$ cat config.mk
export PLATFORM = sky130hd
export DESIGN_NAME = pulse_width_byte_serializer
export DESIGN_NICKNAME = d
export VERILOG_FILES = /design/src/sv/pwbs_pkg.sv /design/src/sv/pwbs_front.sv /design/src/sv/pwbs_engine.sv /design/src/sv/pwbs_outq.sv /design/src/sv/pulse_width_byte_serializer.sv
export SDC_FILE = /design/constraint.sdc
export NUM_CORES = 1
export LEC_CHECK = 0
export ABC_AREA = 0
export BUFFER_PORTS_ARGS = -buffer_cell sky130_fd_sc_hd__buf_2
export CAP_MARGIN = 20
export CORE_ASPECT_RATIO = 0.75
export CORE_UTILIZATION = 31
export DETAILED_ROUTE_END_ITERATION = 6
export SLEW_MARGIN = 20
export SYNTH_ARGS = -nofsm -noshare
export SYNTH_HDL_FRONTEND = slang
export SYNTH_SLANG_ARGS = --single-unit
export TNS_END_PERCENT = 50
$ cat constraint.sdc
create_clock -name clk -period 4.2 [get_ports clk]
set_input_delay 0.21 -clock clk [delete_from_list [all_inputs] [get_ports clk]]
set_output_delay 0.21 -clock clk [all_outputs]
set_load 0.01 [all_outputs]
$ cat src/sv/pwbs_pkg.sv
// ----------------------------------------------------------------------------
// pwbs_pkg: shared types and constants of the pulse width byte serializer
// Item and result layouts, register indexes and queue sizing.
// ----------------------------------------------------------------------------
`timescale 1ns / 1ps

package pwbs_pkg;

  localparam int DATA_BITS = 8;
  localparam int BYTE_W    = 8;
  localparam int DUR_W     = 8;
  localparam int CFG_IDX_W = 2;

  // Register indexes on the configuration port.
  localparam logic [CFG_IDX_W-1:0] REG_LEAD  = 2'd0;
  localparam logic [CFG_IDX_W-1:0] REG_LONG  = 2'd1;
  localparam logic [CFG_IDX_W-1:0] REG_SHORT = 2'd2;

  localparam logic [DUR_W-1:0] LEAD_RST  = 8'd3;
  localparam logic [DUR_W-1:0] LONG_RST  = 8'd3;
  localparam logic [DUR_W-1:0] SHORT_RST = 8'd1;

  // Action codes of an input beat.
  localparam logic ACT_TICK = 1'b0;
  localparam logic ACT_SEND = 1'b1;

  // Both queues hold two entries.
  localparam int QUEUE_DEPTH = 2;
  localparam int QPTR_W      = $clog2(QUEUE_DEPTH);
  localparam int QCNT_W      = $clog2(QUEUE_DEPTH + 1);

  typedef struct packed {
    logic              is_send;
    logic [BYTE_W-1:0] byte_value;
  } item_t;

  typedef struct packed {
    logic line_level;
    logic busy_res;
    logic frame_done;
    logic rejected;
  } result_t;

endpackage

$ cat src/sv/pwbs_front.sv
// ----------------------------------------------------------------------------
// pwbs_front: input side
// Accepts input beats, classifies each as tick or send request and holds
// them in a two-entry queue until the engine takes them.
// ----------------------------------------------------------------------------
`timescale 1ns / 1ps

module pwbs_front
  import pwbs_pkg::*;
(
  input  logic              clk,
  input  logic              rst_n,
  input  logic              push,
  output logic              full,
  input  logic              in_action,
  input  logic [BYTE_W-1:0] in_byte_value,
  output logic              item_valid,
  output item_t             item,
  input  logic              item_take
);

  item_t              mem_r [QUEUE_DEPTH];
  logic [QPTR_W-1:0]  wr_ptr_r, wr_ptr_nxt;
  logic [QPTR_W-1:0]  rd_ptr_r, rd_ptr_nxt;
  logic [QCNT_W-1:0]  cnt_r, cnt_nxt;
  logic               do_push;
  logic               do_pop;
  item_t              new_item;

  assign full       = (cnt_r == QCNT_W'(QUEUE_DEPTH));
  assign item_valid = (cnt_r != '0);
  assign item       = mem_r[rd_ptr_r];
  assign do_push    = push && !full;
  assign do_pop     = item_take && item_valid;

  always_comb begin
    new_item.is_send    = (in_action == ACT_SEND);
    new_item.byte_value = in_byte_value;
  end

  always_comb begin
    wr_ptr_nxt = wr_ptr_r;
    rd_ptr_nxt = rd_ptr_r;
    cnt_nxt    = cnt_r;
    if (do_push) begin
      wr_ptr_nxt = (wr_ptr_r == QPTR_W'(QUEUE_DEPTH - 1)) ? '0 : wr_ptr_r + 1'b1;
    end
    if (do_pop) begin
      rd_ptr_nxt = (rd_ptr_r == QPTR_W'(QUEUE_DEPTH - 1)) ? '0 : rd_ptr_r + 1'b1;
    end
    if (do_push && !do_pop) begin
      cnt_nxt = cnt_r + 1'b1;
    end else if (!do_push && do_pop) begin
      cnt_nxt = cnt_r - 1'b1;
    end
  end

  always_ff @(posedge clk) begin
    if (!rst_n) begin
      wr_ptr_r <= '0;
      rd_ptr_r <= '0;
      cnt_r    <= '0;
    end else begin
      wr_ptr_r <= wr_ptr_nxt;
      rd_ptr_r <= rd_ptr_nxt;
      cnt_r    <= cnt_nxt;
    end
  end

  always_ff @(posedge clk) begin
    if (do_push) begin
      mem_r[wr_ptr_r] <= new_item;
    end
  end

endmodule

$ cat src/sv/pwbs_engine.sv
// ----------------------------------------------------------------------------
// pwbs_engine: frame sequencer
// Holds the duration registers and the frame state, and turns each item
// into one result beat while the result queue has room.
// ----------------------------------------------------------------------------
`timescale 1ns / 1ps

module pwbs_engine
  import pwbs_pkg::*;
(
  input  logic                 clk,
  input  logic                 rst_n,
  input  logic                 cfg_we,
  input  logic [CFG_IDX_W-1:0] cfg_index,
  input  logic [DUR_W-1:0]     cfg_wdata,
  input  logic                 item_valid,
  input  item_t                item,
  output logic                 item_take,
  input  logic                 res_room,
  output logic                 res_push,
  output result_t              res
);

  localparam int BIT_IDX_W = (DATA_BITS > 1) ? $clog2(DATA_BITS) : 1;

  localparam logic [2:0] PH_IDLE  = 3'd0;
  localparam logic [2:0] PH_START = 3'd1;
  localparam logic [2:0] PH_HIGH  = 3'd2;
  localparam logic [2:0] PH_LOW   = 3'd3;
  localparam logic [2:0] PH_CLOSE = 3'd4;

  logic [DUR_W-1:0]     lead_r, long_r, short_r;
  logic [2:0]           phase_r, phase_nxt;
  logic [DUR_W-1:0]     tick_r, tick_nxt;
  logic [BIT_IDX_W-1:0] bit_r, bit_nxt;
  logic [DATA_BITS-1:0] shift_r, shift_nxt;
  logic                 line_r, line_nxt;
  logic                 done;
  logic                 rej;
  logic [DUR_W:0]       cnt;
  logic [DUR_W-1:0]     dur;
  logic                 cur_one;

  function automatic logic [DUR_W-1:0] eff_dur(input logic [DUR_W-1:0] d);
    eff_dur = (d == '0) ? DUR_W'(1) : d;
  endfunction

  assign item_take = item_valid && res_room;
  assign res_push  = item_take;
  assign cur_one   = shift_r[0];
  assign cnt       = {1'b0, tick_r} + 1'b1;

  always_comb begin
    unique case (phase_r)
      PH_HIGH: dur = eff_dur(cur_one ? long_r : short_r);
      PH_LOW:  dur = eff_dur(cur_one ? short_r : long_r);
      default: dur = eff_dur(lead_r);
    endcase
  end

  always_comb begin
    phase_nxt = phase_r;
    tick_nxt  = tick_r;
    bit_nxt   = bit_r;
    shift_nxt = shift_r;
    line_nxt  = line_r;
    done      = 1'b0;
    rej       = 1'b0;
    if (item.is_send) begin
      if (phase_r == PH_IDLE) begin
        shift_nxt = DATA_BITS'(item.byte_value);
        bit_nxt   = '0;
        tick_nxt  = '0;
        line_nxt  = 1'b0;
        phase_nxt = PH_START;
      end else begin
        rej = 1'b1;
      end
    end else if (phase_r != PH_IDLE) begin
      if (cnt >= {1'b0, dur}) begin
        tick_nxt = '0;
        unique case (phase_r)
          PH_START: begin
            phase_nxt = PH_HIGH;
            line_nxt  = 1'b1;
          end
          PH_HIGH: begin
            phase_nxt = PH_LOW;
            line_nxt  = 1'b0;
          end
          PH_LOW: begin
            shift_nxt = shift_r >> 1;
            line_nxt  = 1'b1;
            // The last data bit hands over to the closing high period.
            if (bit_r == BIT_IDX_W'(DATA_BITS - 1)) begin
              bit_nxt   = '0;
              phase_nxt = PH_CLOSE;
            end else begin
              bit_nxt   = bit_r + 1'b1;
              phase_nxt = PH_HIGH;
            end
          end
          default: begin
            phase_nxt = PH_IDLE;
            line_nxt  = 1'b1;
            bit_nxt   = '0;
            done      = 1'b1;
          end
        endcase
      end else begin
        tick_nxt = cnt[DUR_W-1:0];
      end
    end
  end

  always_comb begin
    res.line_level = line_nxt;
    res.busy_res   = (phase_nxt != PH_IDLE);
    res.frame_done = done;
    res.rejected   = rej;
  end

  always_ff @(posedge clk) begin
    if (!rst_n) begin
      lead_r  <= LEAD_RST;
      long_r  <= LONG_RST;
      short_r <= SHORT_RST;
    end else if (cfg_we) begin
      unique case (cfg_index)
        REG_LEAD:  lead_r  <= cfg_wdata;
        REG_LONG:  long_r  <= cfg_wdata;
        REG_SHORT: short_r <= cfg_wdata;
        default: ;
      endcase
    end
  end

  always_ff @(posedge clk) begin
    if (!rst_n) begin
      phase_r <= PH_IDLE;
      tick_r  <= '0;
      bit_r   <= '0;
      shift_r <= '0;
      line_r  <= 1'b1;
    end else if (item_take) begin
      phase_r <= phase_nxt;
      tick_r  <= tick_nxt;
      bit_r   <= bit_nxt;
      shift_r <= shift_nxt;
      line_r  <= line_nxt;
    end
  end

endmodule

$ cat src/sv/pwbs_outq.sv
// ----------------------------------------------------------------------------
// pwbs_outq: result queue
// Two-entry queue of result beats that decouples the engine from the
// consumer on the result side.
// ----------------------------------------------------------------------------
`timescale 1ns / 1ps

module pwbs_outq
  import pwbs_pkg::*;
(
  input  logic    clk,
  input  logic    rst_n,
  input  logic    res_push,
  input  result_t res,
  output logic    res_room,
  output logic    empty,
  input  logic    pop,
  output result_t head
);

  result_t           mem_r [QUEUE_DEPTH];
  logic [QPTR_W-1:0] wr_ptr_r, wr_ptr_nxt;
  logic [QPTR_W-1:0] rd_ptr_r, rd_ptr_nxt;
  logic [QCNT_W-1:0] cnt_r, cnt_nxt;
  logic              do_push;
  logic              do_pop;

  assign res_room = (cnt_r != QCNT_W'(QUEUE_DEPTH));
  assign empty    = (cnt_r == '0);
  assign head     = mem_r[rd_ptr_r];
  assign do_push  = res_push && res_room;
  assign do_pop   = pop && !empty;

  always_comb begin
    wr_ptr_nxt = wr_ptr_r;
    rd_ptr_nxt = rd_ptr_r;
    cnt_nxt    = cnt_r;
    if (do_push) begin
      wr_ptr_nxt = (wr_ptr_r == QPTR_W'(QUEUE_DEPTH - 1)) ? '0 : wr_ptr_r + 1'b1;
    end
    if (do_pop) begin
      rd_ptr_nxt = (rd_ptr_r == QPTR_W'(QUEUE_DEPTH - 1)) ? '0 : rd_ptr_r + 1'b1;
    end
    if (do_push && !do_pop) begin
      cnt_nxt = cnt_r + 1'b1;
    end else if (!do_push && do_pop) begin
      cnt_nxt = cnt_r - 1'b1;
    end
  end

  always_ff @(posedge clk) begin
    if (!rst_n) begin
      wr_ptr_r <= '0;
      rd_ptr_r <= '0;
      cnt_r    <= '0;
    end else begin
      wr_ptr_r <= wr_ptr_nxt;
      rd_ptr_r <= rd_ptr_nxt;
      cnt_r    <= cnt_nxt;
    end
  end

  always_ff @(posedge clk) begin
    if (do_push) begin
      mem_r[wr_ptr_r] <= res;
    end
  end

endmodule

$ cat src/sv/pulse_width_byte_serializer.sv
// ----------------------------------------------------------------------------
// pulse_width_byte_serializer: pulse width encoder for a one-wire command line
// Path: an accepted input beat is held in the input queue, turned into a result
// beat by the engine while the result queue has room, and held in the result queue.
// Throughput: one beat per cycle while an input beat waits and the result queue has room.
// Reset (synchronous, rst_n low): both queues empty, line high, frame idle,
// durations back to lead 3, long 3, short 1 ticks.
// ----------------------------------------------------------------------------
`timescale 1ns / 1ps

module pulse_width_byte_serializer
  import pwbs_pkg::*;
(
  input  logic                 clk,
  input  logic                 rst_n,
  input  logic                 push,
  output logic                 full,
  input  logic                 in_action,
  input  logic [BYTE_W-1:0]    in_byte_value,
  output logic                 empty,
  input  logic                 pop,
  output logic                 out_line_level,
  output logic                 out_busy_res,
  output logic                 out_frame_done,
  output logic                 out_rejected,
  input  logic                 cfg_we,
  input  logic [CFG_IDX_W-1:0] cfg_index,
  input  logic [DUR_W-1:0]     cfg_wdata
);

  logic    item_valid;
  item_t   item;
  logic    item_take;
  logic    res_room;
  logic    res_push;
  result_t res;
  result_t head;

  pwbs_front u_front (
    .clk           (clk),
    .rst_n         (rst_n),
    .push          (push),
    .full          (full),
    .in_action     (in_action),
    .in_byte_value (in_byte_value),
    .item_valid    (item_valid),
    .item          (item),
    .item_take     (item_take)
  );

  pwbs_engine u_engine (
    .clk        (clk),
    .rst_n      (rst_n),
    .cfg_we     (cfg_we),
    .cfg_index  (cfg_index),
    .cfg_wdata  (cfg_wdata),
    .item_valid (item_valid),
    .item       (item),
    .item_take  (item_take),
    .res_room   (res_room),
    .res_push   (res_push),
    .res        (res)
  );

  pwbs_outq u_outq (
    .clk      (clk),
    .rst_n    (rst_n),
    .res_push (res_push),
    .res      (res),
    .res_room (res_room),
    .empty    (empty),
    .pop      (pop),
    .head     (head)
  );

  assign out_line_level = head.line_level;
  assign out_busy_res   = head.busy_res;
  assign out_frame_done = head.frame_done;
  assign out_rejected   = head.rejected;

  // The engine must never produce a beat that the result queue cannot hold.
  a_no_lost_result: assert property (@(posedge clk) disable iff (!rst_n)
    res_push |-> res_room)
    else $error("result produced while result queue full");

  // A frame that just ended leaves the line high and the block idle.
  a_done_idle: assert property (@(posedge clk) disable iff (!rst_n)
    (!empty && out_frame_done) |-> (!out_busy_res && out_line_level))
    else $error("frame end reported while still busy");

  // Only a request that meets a running frame is rejected.
  a_reset_busy_chk: assert property (@(posedge clk) disable iff (!rst_n)
    (res_push && res.rejected) |-> (res.busy_res && item.is_send))
    else $error("rejection without a running frame");

  // Right after reset is released nothing is waiting on either side.
  a_reset_empty: assert property (@(posedge clk)
    (rst_n && !$past(rst_n)) |-> (empty && !full))
    else $error("queues not empty after reset");

endmodule

### Word level (Yosys, flattened, before mapping)

Memory sizes are Yosys's and may differ from the RTL's. A register that Yosys moved wholly into a read port is not among the register bits.
Cells that the tools add are included.

* flip-flop bits (word level): 55
* bits in latches: 0
* bits in writable memories: 26
* memory bits (read-only): 0
* bits of input ports: 24
* output and inout bits: 6
* word-level logic and storage cells: 128
* memories kept: 2

Memories
* u_front.mem_r: depth 2, bits a word 9, rd ports 1, clocked after memory_dff 1, write ports 1, line pwbs_front.sv:22 `item_t mem_r [QUEUE_DEPTH];`
* u_outq.mem_r: depth 2, bits a word 4, rd ports 1, clocked after memory_dff 1, write ports 1, line pwbs_outq.sv:21 `result_t mem_r [QUEUE_DEPTH];`

* add/subtract/negate cells: 10
* multiply operators: 0
* div/mod/pow operators: 0
* magnitude comparators: 1
* eq/ne operators: 10
* shift-type cells: 0
* multiplexer cells: 54
* bitwise logic cells: 0
* reduce and logical (&&, ||, !) cells: 37

Operators by type and width (count)
* 8-bit two-way mux: 14
* 3-bit two-way mux: 10
* 8-bit logical NOT: 3
* 1-bit two-way mux: 23
* 8-bit one-hot mux with 2 select lines: 1
* 2-bit nonzero test: 6
* 5-bit AND reduction: 2
* 8-bit by 1-bit adder with 9-bit output, second input constant: 1
* 9-bit by 8-bit greater-or-equal comparator with 1-bit output: 1
* 1-bit logical AND: 9
* 3-bit one-hot mux with 3 select lines: 1
* 2-bit two-way mux: 4
* 3-bit by 2-bit equality test with 1-bit output, second input constant: 2
* 1-bit logical NOT: 6
* 3-bit one-hot mux with 2 select lines: 1
* 2-bit AND reduction: 3
* 3-bit nonzero test: 2
* 1-bit adder, second input constant: 4
* 2-bit by 1-bit adder with 2-bit output, second input constant: 2
* 2-bit equality test, second input constant: 2
* 2-bit logical NOT: 2
* 2-bit by 1-bit != test with 1-bit output, second input constant: 2
* 2-bit by 1-bit subtractor with 2-bit output, second input constant: 2
* 3-bit by 1-bit adder with 3-bit output, second input constant: 1
* other kinds (8): 8

### Longest topological paths before layout

Gate-level depths: netlist of run 1.

* word-level depth: 9
* gate-level depth with buffers: 16
* depth with buffers taken out: 12

### Modules after synthesis

From an unflattened synthesis of run 1, not the netlist that was laid out.

* cells, all modules: 394
* area total of the unflattened synthesis: 4102.7 µm²

By module, submodules not included
* pwbs_engine: times used 1, cells an instance 305, area each 2693.8 µm², seq. area each 940.9 µm²
* pwbs_front: times used 1, cells an instance 53, area each 883.3 µm², seq. area each 640.6 µm²
* pwbs_outq: times used 1, cells an instance 36, area each 525.5 µm², seq. area each 340.3 µm²

### Least setup slack after synthesis of run 1

Ideal clock, no wire load.

* path type: register to register
* from: register u_engine.phase_r[1]
* to: register u_engine.shift_r[7]
* library setup time: 0.066 ns
* arrival time: 2.931 ns
* data required time: 4.134 ns
* slack: 1.203 ns
* stages on the path, launching flop included: 16
* buffers on the path: 3
* clock period less this slack: 2.997 ns
* cells stage by stage: dfxtp_1 > nor2b_1 > and2_1 > buf_2 > buf_1 > a22oi_1 > a21oi_1 > a21oi_1 > ha_1 > a21oi_1 > o21ai_0 > a211o_1 > o221a_1 > buf_6 > nand2b_4 > a21oi_2

* longest elaborated chain between the ends: 5
* elaborated cells on any way between the ends: 11
* those cells by class: order compare (1); eq/ne (3); mux (1); reduce/logical (6)

RTL lines
* from (decl): line pwbs_engine.sv:33 `logic [2:0] phase_r, phase_nxt;`
* from (signal assigned): line pwbs_engine.sv:146 `phase_r <= phase_nxt;`
* 3-bit by 2-bit equality test with 1-bit output, on equally long branches: line pwbs_engine.sv:54, pwbs_engine.sv:82
* 8-bit one-hot mux with 2 select lines: line pwbs_engine.sv:54 `unique case (phase_r)`
* 9-bit by 8-bit greater-or-equal comparator with 1-bit output: line pwbs_engine.sv:80 `if (cnt >= {1'b0, dur}) begin`
* 2-bit nonzero test (no line)
* 5-bit AND reduction (no line) *
* to (signal assigned): line pwbs_engine.sv:149 `shift_r <= shift_nxt;`
* to (decl): line pwbs_engine.sv:36 `logic [DATA_BITS-1:0] shift_r, shift_nxt;`

Every way passes the cells marked *; elsewhere a longest branch is shown, timed or not.
A chain may end at the register's enable or synchronous reset.

==> reports/summary.txt, run 1 <==
DR pass1 iterations = 5
post-synth top area share = 28.3%
Worst Hold Depth = 1
IO buf count = 29
Tmin final = 3.49 ns
# rows = 35
Max Cap Violations = 0
ant diodes = 0
Setup crit end = u_outq.mem_r[0][3]$_DFFE_PP_
Finished Core Util = 36.9%
CTS max path bufs = 2
core area = 12500 sq um
Post-synth top flop = dfxtp_1
Critical Path Start = u_engine.phase_r[1]$_SDFFE_PN0P_
Die Y = 101 um
post-synthesis sequential area ratio = 47.7%
CP Capture Type = flip-flop
clock-pin slew on the worst setup and hold paths = 0.06 ns
reg2reg setup slack = 0.71 ns
Slew Limit Fails = 0
FF+latch count, synth = 83
CTS tree = built
layout cells sized above 1 = 14.7%
cell taking the most area after synthesis = dfxtp_1
area grow syn2layout = 14.3%
TritonCTS Sinks = 83
RSZ-0062 raised after global routing = no
Final Hold Viols = 0
global-route total usage across every layer = 13.4%
reg2reg end = u_outq.mem_r[0][3]$_DFFE_PP_
final WL = 8.42 mm
initial antenna violation count = 0
slew margin rel. = 47.6%
first-pass GRT wire length = 14.2 mm
gr ovfl total = 0
P_leak = 1.84 nW
Async SR Flop Fraction = 0%
CTS-repair resized insts = 0
syn_area_per_cell = 10.0 sq um
unique cell type count in the Yosys netlist = 49
worst r2r src = u_engine.phase_r[1]$_SDFFE_PN0P_
via count = 2987
die area = 13500 sq um
critical path required time = 4.36 ns
synth top area cells = dfxtp_1 (28%), edfxtp_1 (19%), mux2i_1 (11%)
Worst Hold Class = primary input to flip-flop
top-count cell post-synth = dfxtp_1
I/O pin total = 30
CP Max Fanout = 19
violation count after the first detailed-route iteration = 239
status = finished, final reports clean
drt drc = 0
CTS Buf Count = 9
cell area power density = 547 nW/um^2
DIE WIDTH = 134 um
H-tree Lvls = 3
crit share post-route = 83.1%
routed vias/inst = 5.03
Post-DRT Antenna Nets = 0
largest net degree at the start of global routing = 47
clock latency on the worst-skew pair = 0.33 ns
Peak Freq = 0.286 GHz
Final Wtd Congestion = 0.873
post-CTS setup buffers = 0
r2r worst-path depth = 12
top post-synthesis cells by count = dfxtp_1 (57), nor2_1 (54), mux2i_1 (44)
Layout fillers = 1254
post-route insts no fill = 594
setup violators final = 0
arrival time at the worst endpoint = 3.65 ns
syn_nets = 441
Hold-fix buffers, CTS = 0
Cells after Synth = 402
wire per inst = 14.2 um
number of synthesized flops with an enable pin = 26
Max IR drop VDD = 0.189 mV
NumNets Final = 462
setup TNS = 0 ns
clk root buf = clkbuf_16
vias in the first global route = 2904
Syn. warnings = 0
mapped cell area = 4030 sq um
worst clock skew = 0.00395 ns
Slew @ Worst Pin = 0.783 ns
hpwl dp = 5.99 mm
hold path startpoint = in_byte_value[1]
Worst Setup Path Type = flip-flop to flip-flop
Worst setup SP type = flip-flop
placed cells = 578
initial core utilization = 32.3%
[how the worst min path moves through the flow]
stage               slack, ns                       endpoint
floorplan                0.31  u_front.mem_r[0][0]$_DFFE_PP_
global placement         0.40  u_front.mem_r[0][2]$_DFFE_PP_
detailed placement       0.40  u_front.mem_r[0][8]$_DFFE_PP_
CTS                      0.05  u_front.mem_r[1][8]$_DFFE_PP_
global route             0.05  u_front.mem_r[1][8]$_DFFE_PP_
finish                   0.06  u_front.mem_r[0][1]$_DFFE_PP_
[logic make-up after synthesis]
logic type	synth area share (%)
AND/OR/NAND/NOR	15.1
XOR/XNOR	3.04
adder cells (fa/ha/maj)	4.66
multiplexers	12.9
buffers and inverters	3.51
AO/OA/AOI/OAI	13.0
flip-flops	47.7
[area by class of cell]
class,count,area [sq um],share of cell area (%)
multi-input cells,290,1960,42.7
well taps,166,208,4.51
repair buffers,32,168,3.64
flip-flops and latches,83,1920,41.8
clock inverters,5,60.1,1.31
inverters,7,26.3,0.571
clock buffers,11,254,5.52
[layout by cell type, fill, tap and decap left out, types with 11 or more instances in the layout]
master / n
nor2_1: 54
ha_1: 15
mux2i_1: 44
dfxtp_1: 57
buf_2: 29
nand2_1: 33
a21oi_1: 26
a22oi_1: 11
edfxtp_1: 26
o21ai_0: 18
[sequential cells by signal (all words and copies together), names as in the netlist, named ones only]
signal,flops
u_front.mem_r,18
u_engine.lead_r,8
u_engine.long_r,8
u_engine.shift_r,8
u_engine.short_r,8
u_engine.tick_r,8
u_outq.mem_r,8
u_engine.bit_r,3
u_engine.phase_r,3
u_front.cnt_r,2
u_outq.cnt_r,2
u_engine.line_r,1
u_front.rd_ptr_r,1
u_front.wr_ptr_r,1
u_outq.rd_ptr_r,1
u_outq.wr_ptr_r,1
[worst max-delay path, cell delays in order, from the launching register on]
cell and delay, ns:
dfxtp_1 0.43, nor2b_1 0.23, and2_1 0.62, a221oi_1 0.17, a21oi_1 0.18, a21oi_1 0.06, ha_1 0.30, a21oi_1 0.14
o22ai_1 0.11, a211oi_1 0.33, nand2_1 0.24, a31o_2 0.31, nor2_1 0.19
[per-stage QoR]
step | power (mW) | area, sq um | worst slack (ns) | hold slack [ns]
global route | 2.66 | 4600 | 0.338 | 0.0459
CTS | 2.54 | 4600 | 0.740 | 0.0523
global placement | 1.69 | 4290 | 0.914 | 0.397
finish | 2.52 | 4600 | 0.709 | 0.0630
detailed placement | 1.72 | 4290 | 0.770 | 0.401
floorplan | 1.54 | 4030 | 1.20 | 0.309
[per-layer routing]
layer | part of all wire [%] | global-route usage [%]
met1 | 52 | 18.8
met2 | 43 | 20.1
met3 | 3.9 | 2.82
met4 | 1.3 | 5.59
met5 | 0 | 0
[report_power, final]
group	total (mW)	internal (mW)	leakage (nW)	switching [mW]
combinational	0.661	0.269	0.986	0.392
clock	0.814	0.499	0.151	0.316
sequential	1.04	0.963	0.707	0.0777
total	2.52	1.73	1.84	0.786
Note: power is estimated with default switching activity, not from simulation.
==> run 2, diff against run 1 <==
--- a/config.mk
+++ b/config.mk
@@ -5,7 +5,7 @@
 export SDC_FILE = /design/constraint.sdc
 export NUM_CORES = 1
 export LEC_CHECK = 0
-export ABC_AREA = 0
+export ABC_AREA = 1
 export BUFFER_PORTS_ARGS = -buffer_cell sky130_fd_sc_hd__buf_2
 export CAP_MARGIN = 20
 export CORE_ASPECT_RATIO = 0.75
==> constraint.sdc (replaced) <==
create_clock -name clk -period 3.4 [get_ports clk]
set_input_delay 0.17 -clock clk [delete_from_list [all_inputs] [get_ports clk]]
set_output_delay 0.17 -clock clk [all_outputs]
set_load 0.01 [all_outputs]
==> reports/summary.txt, run 2 <==
status = finished, final reports clean
ant diodes = 0
CTS Buf Count = 9
Power Total = 3.91 mW
WHS = 0.0156 ns
top post-synthesis cells by count = nand2_1 (104), nor2_1 (64), dfxtp_1 (57)
mapped cell area = 4200 sq um
post-synthesis sequential area ratio = 45.8%
post-synth top area share = 27.2%
CP Capture Type = flip-flop
Slew Limit Fails = 0
hold path startpoint = in_byte_value[2]
Peak Freq = 0.330 GHz
Worst Hold Class = primary input to flip-flop
post-CTS setup buffers = 0
Top reg by flops = u_front.mem_r
RSZ-0062 raised after global routing = no
r2r worst-path depth = 19
final WL = 8.96 mm
hold endpoint = u_front.mem_r[0][2]$_DFFE_PP_
reg2reg setup slack = 0.37 ns
Max IR drop VDD = 0.484 mV
Worst setup SP type = flip-flop
CTS tree = built
Slew @ Worst Pin = 0.826 ns
routed vias/inst = 4.78
Final Wtd Congestion = 0.874
violation count after the first detailed-route iteration = 177
slew margin rel. = 44.7%
Syn. warnings = 0
NumNets Final = 574
vias in the first global route = 3261
commonest cells after routing, fill and taps aside = nand2_1 (104), nor2_1 (64), dfxtp_1 (57), o21ai_0 (46), inv_1 (43)
Post-DRT Antenna Nets = 0
DR pass1 iterations = 4
setup TNS = 0 ns
CTS max path bufs = 2
layout cells sized above 1 = 14.8%
worst r2r src = u_engine.phase_r[0]$_SDFFE_PN0P_
H-tree Lvls = 3
Cells after Synth = 509
Largest register FFs = 18
clock-pin slew on the worst setup and hold paths = 0.06 ns
first-pass GRT wire length = 15.0 mm
top-count cell post-synth = nand2_1
Max Cap Violations = 0
Worst Hold Depth = 1
syn_nets = 548
P_leak = 1.96 nW
largest net degree at the start of global routing = 36
initial antenna violation count = 0
dpl cell area = 4460 sq um
# rows = 36
reg2reg end = u_outq.mem_r[0][2]$_DFFE_PP_
CTS-repair resized insts = 0
syn_area_per_cell = 8.24 sq um
arrival time at the worst endpoint = 3.10 ns
IO buf count = 29
clock latency on the worst-skew pair = 0.34 ns
via count = 3402
DIE WIDTH = 136 um
design area = 4750 sq um
register area = 1920 sq um
area grow syn2layout = 13.2%
die area = 14000 sq um
number of synthesized flops with an enable pin = 26
Die Y = 103 um
initial core utilization = 32.0%
worst clock skew = 0.00875 ns
I/O pin total = 30
drt drc = 0
Post-synth top flop = dfxtp_1
synth top area cells = dfxtp_1 (27%), edfxtp_1 (19%), nand2_1 (9.3%)
hpwl dp = 6.82 mm
crit share post-route = 89.0%
Hold-fix buffers, CTS = 0
wire per inst = 12.6 um
Async SR Flop Fraction = 0%
gr ovfl total = 0
global-route total usage across every layer = 13.7%
unique cell type count in the Yosys netlist = 46
clk root buf = clkbuf_16
setup violators final = 0
cell area power density = 823 nW/um^2
Final Hold Viols = 0
FF+latch count, synth = 83
area of the multi-input gates = 1960 sq um
commonest non-fill, non-tap cell in the layout = nand2_1
TritonCTS Sinks = 83
Tmin final = 3.03 ns
core area = 13100 sq um
critical path required time = 3.47 ns
CP Max Fanout = 12
cell taking the most area after synthesis = dfxtp_1
Layout fillers = 1332
Worst Setup Path Type = flip-flop to flip-flop
-- run 2: through the flow --
stage / setup WS [ns] / std cells / utilization, %
6_report: 0.373 / 711 / 36.3
3_5_place_dp: 0.401 / 695 / 34.0
3_3_place_gp: 0.543 / 695 / 34.0
2_1_floorplan: 0.690 / 509 / -
5_1_grt: 0.129 / 711 / 36.3
4_1_cts: 0.375 / 711 / 36.3
-- run 2: worst max path at each step --
stage | startpoint | end | slack [ns] | cells past startpoint
2_1_floorplan | u_engine.phase_r[0]$_SDFFE_PN0P_ | u_outq.mem_r[0][2]$_DFFE_PP_ | 0.69 | 21
3_3_place_gp | u_engine.phase_r[0]$_SDFFE_PN0P_ | u_outq.mem_r[0][2]$_DFFE_PP_ | 0.54 | 19
3_5_place_dp | u_engine.phase_r[0]$_SDFFE_PN0P_ | u_outq.mem_r[0][2]$_DFFE_PP_ | 0.40 | 19
4_1_cts | u_engine.phase_r[0]$_SDFFE_PN0P_ | u_outq.mem_r[0][2]$_DFFE_PP_ | 0.38 | 19
5_1_grt | u_engine.phase_r[0]$_SDFFE_PN0P_ | u_outq.mem_r[0][2]$_DFFE_PP_ | 0.13 | 19
6_report | u_engine.phase_r[0]$_SDFFE_PN0P_ | u_outq.mem_r[0][2]$_DFFE_PP_ | 0.37 | 19
-- run 2: report_power, final --
part,switching [mW],internal (mW),total (mW)
sequential,0.141,1.25,1.39
combinational,1.03,0.522,1.55
clock,0.379,0.591,0.970
-- run 2: logic make-up (layout without fill, tap and decap cells) --
| logic type | Yosys count | count (layout) | share of synthesized area [%] |
|---|---|---|---|
| mux | 4 | 4 | 1.07 |
| flops | 83 | 83 | 45.8 |
| compound gates | 114 | 114 | 15.8 |
| buf+inv | 67 | 98 | 7.51 |
| xor+xnor | 7 | 7 | 1.46 |
| simple gates | 219 | 219 | 23.9 |
| fa+ha+maj | 15 | 15 | 4.47 |
-- run 2: final cells by class --
type / instances / share of cell area, %
multi-input combinational: 359 / 41.2
sequential: 83 / 40.4
clock buffer: 12 / 5.19
tap: 171 / 4.50
inverter: 52 / 4.37
timing repair buffer: 30 / 3.21
clock inverter: 4 / 1.05
-- run 2: worst max-delay path, stage by stage (launching register included) --
cell      delay, ns
dfxtp_1        0.40
inv_2          0.10
nor3_4         0.25
inv_2          0.17
nand2_2        0.10
inv_2          0.06
a221oi_1       0.31
ha_1           0.31
nand2_1        0.08
nand2_1        0.05
nand2_1        0.05
nand3_1        0.07
nand2_1        0.06
nand2_1        0.04
nand2_1        0.16
nand3_4        0.21
nand2_2        0.10
nand2_1        0.06
nand2_2        0.07
nand3_1        0.10
-- run 2: routing by layer --
layer	vias up	wire length [um]	GRT usage (%)	part of all wire, %
met4	0	150	5.90	1.7
met2	60	3900	21.2	44
li1	1755	-	-	-
met3	14	301	2.85	3.4
met5	-	0	0	0
met1	1573	4600	18.5	51
